## src/hw/rtl/delta_row_telemetry_encoder_defines.svh

```systemverilog
// Assertion macros shared by the delta row telemetry encoder RTL.
`ifndef DELTA_ROW_TELEMETRY_ENCODER_DEFINES_SVH
`define DELTA_ROW_TELEMETRY_ENCODER_DEFINES_SVH

`ifndef SYNTH
// Same-cycle implication, checked at every rising clock edge out of reset.
`define DRTE_ASSERT_IMPL(label, ante, cons) \
  label: assert property (@(posedge clk) disable iff (!rst_n) (ante) |-> (cons)) \
    else $error("drte assertion failed");
// Next-cycle implication, checked at every rising clock edge out of reset.
`define DRTE_ASSERT_NEXT(label, ante, cons) \
  label: assert property (@(posedge clk) disable iff (!rst_n) (ante) |=> (cons)) \
    else $error("drte assertion failed");
`else
`define DRTE_ASSERT_IMPL(label, ante, cons)
`define DRTE_ASSERT_NEXT(label, ante, cons)
`endif

`endif

```

## src/hw/rtl/drte_pkg.sv

```systemverilog
// Shared types and constants of the delta row telemetry encoder.
package drte_pkg;

  // Configuration port geometry and register indexes.
  localparam int CFG_ADDR_W = 4;
  localparam int CFG_DATA_W = 16;
  localparam logic [CFG_ADDR_W-1:0] CFG_NUM_COLS = 4'd0;
  localparam logic [CFG_ADDR_W-1:0] CFG_REFRESH  = 4'd1;

  // Register reset values and the refresh counter limit.
  localparam logic [4:0]  NUM_COLS_RST = 5'd16;
  localparam logic [15:0] REFRESH_RST  = 16'd0;
  localparam logic [15:0] CNT_MAX      = 16'hFFFF;

  // Encoding constants.
  localparam logic [7:0]  RAW32_PREFIX = 8'hE0;
  localparam logic [7:0]  D2_PREFIX    = 8'h80;
  localparam logic [7:0]  D2_SIGN      = 8'h20;
  localparam logic [7:0]  D3_PREFIX    = 8'hC0;
  localparam logic [7:0]  D3_SIGN      = 8'h10;
  localparam logic [31:0] D2_MAX       = 32'h0000_1FFF;
  localparam logic [31:0] D3_MAX       = 32'h000F_FFFF;

  // Queue between the front and the back.
  localparam int Q_DEPTH = 4;
  localparam int Q_AW    = $clog2(Q_DEPTH);

  // One encoded value: bytes left-aligned, first byte in the top bits.
  typedef struct packed {
    logic [39:0] bytes;
    logic [2:0]  nbytes;
    logic        row_end;
  } entry_t;

  typedef struct packed {
    logic full;
    logic empty;
  } qstat_t;

  typedef struct packed {
    logic row_origin;
  } fstat_t;

endpackage

```

## src/hw/rtl/drte_front.sv

```systemverilog
// Front end: accepts column values, tracks rows and encodes each value.
module drte_front #(
  parameter int MAX_COLS = 16
) (
  input  logic                            clk,
  input  logic                            rst_n,
  input  logic                            in_tvalid,
  output logic                            in_tready,
  input  logic [31:0]                     in_tdata,   // sample_value
  input  logic                            in_tuser,   // restart
  input  logic                            cfg_valid,
  output logic                            cfg_ready,
  input  logic [drte_pkg::CFG_ADDR_W-1:0] cfg_addr,
  input  logic [drte_pkg::CFG_DATA_W-1:0] cfg_wdata,
  input  logic                            q_full,
  output logic                            push,
  output drte_pkg::entry_t                push_entry,
  output drte_pkg::fstat_t                fstat
);

  localparam int CIW = (MAX_COLS > 1) ? $clog2(MAX_COLS) : 1;
  localparam logic [6:0] MAXC = 7'(MAX_COLS);

  logic [4:0]     num_cols_r, num_cols_nxt;
  logic [15:0]    ori_r, ori_nxt;
  logic [CIW-1:0] col_r, col_nxt;
  logic [15:0]    cnt_r, cnt_nxt;
  logic           seen_r, seen_nxt;
  logic           rorig_r, rorig_nxt;
  logic [31:0]    prev_r [MAX_COLS];

  logic           accept;
  logic [CIW-1:0] col_eff;
  logic           first_col;
  logic           refresh;
  logic           origin_now;
  logic [31:0]    last_val;
  logic           up;
  logic [31:0]    mag;
  logic [6:0]     ncols;
  logic [6:0]     col_p1;
  logic           row_end;

  assign in_tready = !q_full;
  assign cfg_ready = 1'b1;
  assign accept    = in_tvalid && in_tready;
  assign push      = accept;

  // Column and row decision for the value on the input.
  always_comb begin
    col_eff    = in_tuser ? '0 : col_r;
    first_col  = (col_eff == '0);
    refresh    = (ori_r != 16'd0) && (cnt_r >= ori_r);
    origin_now = first_col ? (in_tuser || !seen_r || refresh) : rorig_r;
  end

  // Active column count, clamped to 1..MAX_COLS, and row end.
  always_comb begin
    ncols = 7'(num_cols_r);
    if (ncols == 7'd0) begin
      ncols = 7'd1;
    end else if (ncols > MAXC) begin
      ncols = MAXC;
    end
    col_p1  = 7'(col_eff) + 7'd1;
    row_end = (col_p1 >= ncols);
  end

  // Difference from the column's last value.
  always_comb begin
    last_val = prev_r[col_eff];
    up       = (in_tdata >= last_val);
    mag      = up ? (in_tdata - last_val) : (last_val - in_tdata);
  end

  // Byte encoding of the value.
  always_comb begin
    push_entry.row_end = row_end;
    if (!origin_now && (mag <= drte_pkg::D2_MAX)) begin
      push_entry.bytes  = {drte_pkg::D2_PREFIX | (up ? drte_pkg::D2_SIGN : 8'd0)
                           | {3'd0, mag[12:8]}, mag[7:0], 24'd0};
      push_entry.nbytes = 3'd2;
    end else if (!origin_now && (mag <= drte_pkg::D3_MAX)) begin
      push_entry.bytes  = {drte_pkg::D3_PREFIX | (up ? drte_pkg::D3_SIGN : 8'd0)
                           | {4'd0, mag[19:16]}, mag[15:0], 16'd0};
      push_entry.nbytes = 3'd3;
    end else if (in_tdata[31]) begin
      push_entry.bytes  = {drte_pkg::RAW32_PREFIX, in_tdata};
      push_entry.nbytes = 3'd5;
    end else begin
      push_entry.bytes  = {1'b0, in_tdata[30:0], 8'd0};
      push_entry.nbytes = 3'd4;
    end
  end

  // Next state of the row tracking and configuration registers.
  always_comb begin
    num_cols_nxt = num_cols_r;
    ori_nxt      = ori_r;
    col_nxt      = col_r;
    cnt_nxt      = cnt_r;
    seen_nxt     = seen_r;
    rorig_nxt    = rorig_r;
    if (cfg_valid && cfg_ready) begin
      unique case (cfg_addr)
        drte_pkg::CFG_NUM_COLS: num_cols_nxt = cfg_wdata[4:0];
        drte_pkg::CFG_REFRESH:  ori_nxt      = cfg_wdata[15:0];
        default: ;
      endcase
    end
    if (accept) begin
      col_nxt = row_end ? '0 : col_p1[CIW-1:0];
      if (first_col) begin
        rorig_nxt = origin_now;
        if (origin_now) begin
          seen_nxt = 1'b1;
          cnt_nxt  = 16'd0;
        end else if (cnt_r != drte_pkg::CNT_MAX) begin
          cnt_nxt  = cnt_r + 16'd1;
        end
      end
    end
  end

  always_ff @(posedge clk) begin
    if (!rst_n) begin
      num_cols_r <= drte_pkg::NUM_COLS_RST;
      ori_r      <= drte_pkg::REFRESH_RST;
      col_r      <= '0;
      cnt_r      <= 16'd0;
      seen_r     <= 1'b0;
      rorig_r    <= 1'b0;
    end else begin
      num_cols_r <= num_cols_nxt;
      ori_r      <= ori_nxt;
      col_r      <= col_nxt;
      cnt_r      <= cnt_nxt;
      seen_r     <= seen_nxt;
      rorig_r    <= rorig_nxt;
    end
  end

  // Last value of each column.
  always_ff @(posedge clk) begin
    if (accept) begin
      prev_r[col_eff] <= in_tdata;
    end
  end

  assign fstat.row_origin = rorig_r;

endmodule

```

## src/hw/rtl/drte_queue.sv

```systemverilog
// Short queue of encoded values between the front and the back.
module drte_queue (
  input  logic             clk,
  input  logic             rst_n,
  input  logic             push,
  input  drte_pkg::entry_t push_entry,
  input  logic             pop,
  output drte_pkg::entry_t head,
  output drte_pkg::qstat_t qstat
);

  drte_pkg::entry_t             mem_r [drte_pkg::Q_DEPTH];
  logic [drte_pkg::Q_AW-1:0]    wr_r, wr_nxt;
  logic [drte_pkg::Q_AW-1:0]    rd_r, rd_nxt;
  logic [drte_pkg::Q_AW:0]      cnt_r, cnt_nxt;

  assign qstat.full  = (cnt_r == (drte_pkg::Q_AW + 1)'(drte_pkg::Q_DEPTH));
  assign qstat.empty = (cnt_r == '0);
  assign head        = mem_r[rd_r];

  // Pointer and fill count update.
  always_comb begin
    wr_nxt  = push ? wr_r + (drte_pkg::Q_AW)'(1) : wr_r;
    rd_nxt  = pop ? rd_r + (drte_pkg::Q_AW)'(1) : rd_r;
    cnt_nxt = cnt_r;
    if (push && !pop) begin
      cnt_nxt = cnt_r + (drte_pkg::Q_AW + 1)'(1);
    end else if (pop && !push) begin
      cnt_nxt = cnt_r - (drte_pkg::Q_AW + 1)'(1);
    end
  end

  always_ff @(posedge clk) begin
    if (!rst_n) begin
      wr_r  <= '0;
      rd_r  <= '0;
      cnt_r <= '0;
    end else begin
      wr_r  <= wr_nxt;
      rd_r  <= rd_nxt;
      cnt_r <= cnt_nxt;
    end
  end

  // Entry storage.
  always_ff @(posedge clk) begin
    if (push) begin
      mem_r[wr_r] <= push_entry;
    end
  end

endmodule

```

## src/hw/rtl/drte_back.sv

```systemverilog
// Back end: serializes queued values into one output byte per transaction.
module drte_back (
  input  logic             clk,
  input  logic             rst_n,
  input  drte_pkg::entry_t head,
  input  drte_pkg::qstat_t qstat,
  output logic             pop,
  output logic             out_tvalid,
  input  logic             out_tready,
  output logic [7:0]       out_tdata,   // code_byte
  output logic             out_tlast,   // last_of_value
  output logic             out_tuser    // row_end
);

  logic        vld_r, vld_nxt;
  logic [7:0]  byte_r, byte_nxt;
  logic        last_r, last_nxt;
  logic        rend_r, rend_nxt;
  logic [31:0] sh_r, sh_nxt;
  logic [2:0]  rem_r, rem_nxt;
  logic        slot_free;

  assign slot_free = !vld_r || out_tready;
  assign pop       = slot_free && (rem_r == 3'd0) && !qstat.empty;

  // Pick the next byte: rest of the current value, else a new queue head.
  always_comb begin
    vld_nxt  = vld_r;
    byte_nxt = byte_r;
    last_nxt = last_r;
    rend_nxt = rend_r;
    sh_nxt   = sh_r;
    rem_nxt  = rem_r;
    if (slot_free) begin
      if (rem_r != 3'd0) begin
        vld_nxt  = 1'b1;
        byte_nxt = sh_r[31:24];
        last_nxt = (rem_r == 3'd1);
        sh_nxt   = {sh_r[23:0], 8'd0};
        rem_nxt  = rem_r - 3'd1;
      end else if (!qstat.empty) begin
        vld_nxt  = 1'b1;
        byte_nxt = head.bytes[39:32];
        last_nxt = (head.nbytes == 3'd1);
        rend_nxt = head.row_end;
        sh_nxt   = head.bytes[31:0];
        rem_nxt  = head.nbytes - 3'd1;
      end else begin
        vld_nxt  = 1'b0;
      end
    end
  end

  always_ff @(posedge clk) begin
    if (!rst_n) begin
      vld_r <= 1'b0;
      rem_r <= 3'd0;
    end else begin
      vld_r <= vld_nxt;
      rem_r <= rem_nxt;
    end
  end

  always_ff @(posedge clk) begin
    byte_r <= byte_nxt;
    last_r <= last_nxt;
    rend_r <= rend_nxt;
    sh_r   <= sh_nxt;
  end

  assign out_tvalid = vld_r;
  assign out_tdata  = byte_r;
  assign out_tlast  = last_r;
  assign out_tuser  = rend_r;

endmodule

```

## src/hw/rtl/delta_row_telemetry_encoder.sv

```systemverilog
// Top level of the delta row telemetry encoder.
// Each input transaction carries one 32-bit column value and a restart flag;
// each output transaction carries one byte of its encoding, most significant
// first, with tlast on the final byte of the value and tuser set on every
// byte of a value that closes a row. A value yields 2 to 5 bytes (5 for raw
// values with bit 31 set, 4 for other raw values, 3 or 2 for deltas); the
// byte serializer in the back end pops the next value only once the last
// byte of the current one is loaded. The front end takes one value per cycle
// while the 4-entry queue has room, so short bursts enter back to back; the
// first byte of a value passes through the queue and the output byte register
// before it is presented. Configuration writes are always ready and take
// effect at once; write them only while no value is in flight.
`include "delta_row_telemetry_encoder_defines.svh"

module delta_row_telemetry_encoder #(
  parameter int MAX_COLS = 16
) (
  input  logic                            clk,
  input  logic                            rst_n,
  input  logic                            in_tvalid,
  output logic                            in_tready,
  input  logic [31:0]                     in_tdata,   // sample_value
  input  logic                            in_tuser,   // restart
  output logic                            out_tvalid,
  input  logic                            out_tready,
  output logic [7:0]                      out_tdata,  // code_byte
  output logic                            out_tlast,  // last_of_value
  output logic                            out_tuser,  // row_end
  input  logic                            cfg_valid,
  output logic                            cfg_ready,
  input  logic [drte_pkg::CFG_ADDR_W-1:0] cfg_addr,
  input  logic [drte_pkg::CFG_DATA_W-1:0] cfg_wdata
);

  logic             push;
  logic             pop;
  drte_pkg::entry_t push_entry;
  drte_pkg::entry_t head;
  drte_pkg::qstat_t qstat;
  drte_pkg::fstat_t fstat;

  drte_front #(
    .MAX_COLS (MAX_COLS)
  ) u_front (
    .clk        (clk),
    .rst_n      (rst_n),
    .in_tvalid  (in_tvalid),
    .in_tready  (in_tready),
    .in_tdata   (in_tdata),
    .in_tuser   (in_tuser),
    .cfg_valid  (cfg_valid),
    .cfg_ready  (cfg_ready),
    .cfg_addr   (cfg_addr),
    .cfg_wdata  (cfg_wdata),
    .q_full     (qstat.full),
    .push       (push),
    .push_entry (push_entry),
    .fstat      (fstat)
  );

  drte_queue u_queue (
    .clk        (clk),
    .rst_n      (rst_n),
    .push       (push),
    .push_entry (push_entry),
    .pop        (pop),
    .head       (head),
    .qstat      (qstat)
  );

  drte_back u_back (
    .clk        (clk),
    .rst_n      (rst_n),
    .head       (head),
    .qstat      (qstat),
    .pop        (pop),
    .out_tvalid (out_tvalid),
    .out_tready (out_tready),
    .out_tdata  (out_tdata),
    .out_tlast  (out_tlast),
    .out_tuser  (out_tuser)
  );

  // The queue is never full and empty at once.
  `DRTE_ASSERT_IMPL(a_queue_count, qstat.full, !qstat.empty)
  // A restarting value always opens an origin row.
  `DRTE_ASSERT_NEXT(a_restart_origin, in_tvalid && in_tready && in_tuser, fstat.row_origin)
  // The bytes of one value leave without a gap once the first is taken.
  `DRTE_ASSERT_NEXT(a_value_no_gap, out_tvalid && out_tready && !out_tlast, out_tvalid)

endmodule
```

## config.mk

```make
export PLATFORM = sky130hd
export DESIGN_NAME = delta_row_telemetry_encoder
export DESIGN_NICKNAME = d
export VERILOG_FILES = /design/src/hw/rtl/drte_pkg.sv /design/src/hw/rtl/drte_front.sv /design/src/hw/rtl/drte_queue.sv /design/src/hw/rtl/drte_back.sv /design/src/hw/rtl/delta_row_telemetry_encoder.sv
export VERILOG_INCLUDE_DIRS = /design/src /design/src/hw/rtl
export SDC_FILE = /design/constraint.sdc
export NUM_CORES = 1
export LEC_CHECK = 0
export ABC_AREA = 1
export BUFFER_PORTS_ARGS = -buffer_cell sky130_fd_sc_hd__buf_4
export CAP_MARGIN = 20
export CELL_PAD_IN_SITES_DETAIL_PLACEMENT = 0
export CELL_PAD_IN_SITES_GLOBAL_PLACEMENT = 2
export CORE_MARGIN = 5
export CORE_UTILIZATION = 31
export CTS_CLUSTER_SIZE = 24
export DETAILED_ROUTE_END_ITERATION = 7
export GPL_TIMING_DRIVEN = 0
export MAX_ROUTING_LAYER = met4
export PLACE_DENSITY = 0.72
export SYNTH_ARGS = -nofsm -noshare
export SYNTH_HDL_FRONTEND = slang
export SYNTH_HIERARCHICAL = 1
export SYNTH_SLANG_ARGS = --single-unit
```

## constraint.sdc

```tcl
create_clock -name clk -period 4.2 [get_ports clk]
set_input_delay 0.21 -clock clk [delete_from_list [all_inputs] [get_ports clk]]
set_output_delay 0.21 -clock clk [all_outputs]
set_load 0.03 [all_outputs]
```

# After elaboration in Yosys (flattened, before gate mapping)
# Memory sizes are Yosys's and may differ from the RTL's. A register that Yosys moved wholly into a read port is not among the register bits.
# Cells that the tools add are included.
# Widths: inputs -> output; s select.
# word_totals
register_bits	96
ramBits	688
output_inout_bits	13
elab_cells	107
inputBits	58
n_memories	2
# memory_table
name	depth	width	rd	rd_clocked_by_memory_dff	wr	line_no	rtl
u_front.prev_r	16	32	1	0	1	drte_front.sv:30	logic [31:0] prev_r [MAX_COLS];
u_queue.mem_r	4	44	1	1	1	drte_queue.sv:12	drte_pkg::entry_t mem_r [drte_pkg::Q_DEPTH];
# classes
n_bitwise	4
mux	29
magnitude_cmp	6
n_eq_ne	6
reduce_logical	34
addsub	10
# op_table
op	n
$mux 43	3
$mux 32	3
$sub 32x32->32	2
$ge 32x32->1	1
$le 32x13->1 const B	1
$le 32x20->1 const B	1
$mux 16	2
$add 16x1->16 const B	1
$ge 16x16->1	1
$mux 8	2
$ne 16x16->1 const B	1
$reduce_bool 16->1	1
$mux 3	4
$mux 5	2
$reduce_and 3->1	3
$sub 3x1->3 const B	3
$logic_and 1x1->1	8
$logic_not 4->1	2
$mux 4	2
$or 8x4->8	1
$or 8x5->8	1
$reduce_and 2->1	4
$ge 7x7->1	1
$logic_not 1->1	7
other kinds (18)	32

# Depth between registers and ports, before layout
# depth
depth_word	8
ltp_mapped	33

# Cells and area by module
# Netlist, hierarchy kept.
# modules_own_cells
mod	area_per_inst_um2	seq_area_each_um2	cells_per_inst	instances
drte_front	28091.9	16235.6	2994	1
drte_queue	7050.5	5465.2	483	1
drte_back	2102.0	1341.3	213	1

# Worst setup path after synthesis
# OpenSTA, ideal clock, no wires.
# synth_timing
path_kind	reg-to-reg
start	register u_front.col_r[0]
end	memory u_front.prev_r[15][0] (enable)
period_less_slack_ns	4.278
path_slack_ns	-0.078
n_path_buf	3
t_arrival_ns	3.817
stages_incl_launch_ff	9
setup_time_ns	0.461
path_cell_list	dfxtp_1 -> clkbuf_1 -> nand2_1 -> inv_1 -> clkbuf_1 -> clkbuf_1 -> ha_1 -> inv_1 -> nor3_1
# synth_via
elab_chain_cells	1
# synth_rtl
element	line_no	rtl
start: declaration	drte_front.sv:26	logic [CIW-1:0] col_r, col_nxt;
start signal: assignment	drte_front.sv:136	col_r <= col_nxt;
$mux 4	drte_front.sv:51	col_eff = in_tuser ? '0 : col_r;
end: declaration	drte_front.sv:30	
# No other way between the ends.

==> qor.txt <==
Post-synth top flop: edfxtp_1
Final nets: 4,207
Clock Skews: 0.0431 ns
Area contributors post-synth: edfxtp_1, nand2_1, inv_1, a32o_1, ha_1
H-tree Lvls: 3
Yosys warns: 6
Post-route DRC: 0
Share of layout cells above drive strength 1: 22.4%
Final Cycle Share: 104%
TritonCTS clock tree: built
Fmax: 229 MHz
WL/cell: 22.4 um
Post-layout util: 40.0%
Power Density: 505 nW/um2
Final WS setup: -0.160 ns
Synthesized area: 37,200 um2
Initial antenna violation count: 1
Total GRT Usage: 20.2%
Iteration-0 DRC Markers: 2,418
I/O pins: 71
DP HPWL: 89.3 mm
Crit path required time: 4.60 ns
Routed Antenna Nets: 0
Met2 WL: 58.3 mm
Setup violators final: 155
Core ar.: 120,000 um2
LEAKAGE: 0.0189 uW
Clock slew at reported path FFs: 0.06 ns
First-pass GRT wire length: 183 mm
Vias in the first global route: 27,300
Netlist cell types: 52
Failing checks: negative setup slack
Flops & latches, synth: 786
Post-Place Cell Area: 40,400 um2
Met3 wire len: 7.70 mm
Crit path max fanout: 8
Post-Syn Nets: 3,850
Pre-antenna DRT Iters: 5
Max Buffers Root-to-Sink: 3
Slew HR: 34.9%
WL final: 128 mm
Die Y: 357 um
Avg Cell Area, Syn: 10.1 um2
Die ar.: 127,000 um2
Max-cap violations: 0
Synth top area share: 58.9%
RePlAce Congestion: 0.888
Yosys top cell by area: edfxtp_1
# clock sinks: 786
Worst-Margin Slew: 0.974 ns
CP most frequent cell: buf_6
Worst Path Arrival: 4.76 ns
Top cells by count, synth: nand2_1, edfxtp_1, inv_1
Number of enable flip-flop cells after synthesis: 730
Design area: 47,900 um2
Worst path max stage delay: 0.42 ns
Top sig layer: met4
VDD IR max: 0.000363 V
CTS buffer count: 85
Seq/Total Area, Yosys: 61.9%
Worst hold path type: input pin to flop
Vias: 28,300
Final Hold Fails: 0
Final slew viol count: 0
Largest net degree at the start of global routing: 45
Die X: 357 um
Asr flop ratio synth: 0%
Crit path time final: 4.36 ns
Row count: 127
Slowest CP cell: dfxtp_4
Met1 wire length: 58.2 mm
Port Buffers: 69
Syn Inst Count: 3,690
CP Class: flop to flop
Total congestion overflow: 0
Layout area overhead: 28.5%
Initial core utilization: 31.1%
Root Driver: clkbuf_16
Status: complete, but fails checks
Endpoint type of the worst setup path: flop
Via-to-Cell Ratio: 4.94
Startpoint type of the worst setup path: flop
Count leader, synth: nand2_1
RSZ-0062 raised after global routing: true
Clk_lat worst skew: 0.67 ns
Ant. Diodes: 0
[cell type report]
cell class / count / area [um2]
plain buffers: 163 / 1830
multi-input cells: 2361 / 13900
flip-flops and latches: 786 / 23100
clock buffers: 108 / 2310
well taps: 1612 / 2020
inverters: 376 / 1450
fillers: 11700 / 71800
repair buffers: 274 / 2900
clock inverters: 47 / 412
[worst max-delay path, delay by kind of cell (launching register included)]
kind	cells	cell delay, ns
simple gates	13	1.09
buf+inv	11	1.51
compound gates	4	0.82
fa+ha+maj	1	0.19
flops	1	0.42
[per-stage QoR]
step	hold slack (ns)	TNS [ns]	setup WS (ns)	cells	power, uW
after floorplan	0.309	0	0.0104	3690	13400
after global placement	0.420	-1514.65	-3.96	5371	15600
after detailed placement	0.428	-446.88	-2.82	5393	15700
after CTS	0.0381	-17.03	-0.160	5687	24000
after global routing	0.0892	-38.32	-0.313	5727	25400
final	0.0726	-12.14	-0.160	5727	24200
[path summary, 6_finish.rpt]
kind	endpoint	from	depth (start not counted)	slack, ns
max	u_queue/mem_r[1][33]	u_front/col_r[0]	29	-0.16
min	u_front/num_cols_r[0]	cfg_addr[2]	4	0.07
max reg2reg	u_queue/mem_r[1][33]	u_front/col_r[0]	29	-0.16
min reg2reg	u_queue/rd_r[1]	u_queue/rd_r[1]	1	0.44
[cell families after synthesis]
kind of cell	after synthesis	share of synthesized area, %
buffers and inverters	543	5.95
XOR/XNOR	24	0.564
multiplexers	1	0.0269
adder cells (fa/ha/maj)	102	3.49
flip-flops	786	61.9
AO/OA/AOI/OAI	595	10.2
other	1	0.0101
AND/OR/NAND/NOR	1638	17.9
[power by group]
part           internal (uW)  switching (uW)  total, uW
combinational           2610            4790       7400
sequential              9280             155       9430
clock                   4210            3130       7340
total                  16100            8080      24200
[cells in the final DEF (no fill, tap or decap), types with 45 or more instances in the layout]
master and instances:
buf_6 47, dfxtp_1 52, nor2_1 172, clkbuf_16 117
edfxtp_1 730, nand2_4 45, a32o_1 118, dlygate4sd3_1 50
nand3_1 68, nand2_2 81, ha_1 69, inv_2 59
inv_1 307, a21oi_1 200, buf_4 168, nor2_4 48
o21ai_0 145, nand4_1 59, nand2_1 1067
[sequential cells by signal (all words and copies together), names as in the netlist, named ones only]
| register | count |
|---|---|
| u_back/out_tdata | 8 |
| u_back/out_tlast | 1 |
| u_back/out_tuser | 1 |
| u_back/out_tvalid | 1 |
| u_back/rem_r | 3 |
| u_back/sh_r | 32 |
| u_front/cnt_r | 16 |
| u_front/col_r | 4 |
| u_front/fstat | 1 |
| u_front/num_cols_r | 5 |
| u_front/ori_r | 16 |
| u_front/prev_r | 512 |
| u_front/seen_r | 1 |
| u_queue/cnt_r | 3 |
| u_queue/mem_r | 176 |
| u_queue/rd_r | 2 |
| u_queue/wr_r | 2 |
[routing by layer]
| metal | vias to the layer above | GRT usage, % |
|---|---|---|
| met5 | - | - |
| met4 | 0 | 6.63 |
| met3 | 215 | 3.23 |
| met2 | 850 | 31.2 |
| met1 | 13800 | 27.2 |
| li1 | 13400 | - |
[timing repair]
item | CTS | global route
buffers inserted | 78 | 37
hold buffers | 50 | 0
pin swaps | 83 | 75
endpoints found under the setup margin | 258 | 172
endpoints found under the hold margin | 546 | 0
resized for setup | 632 | 204
gates cloned | 12 | 6
Power figures use the tool's default switching activity.
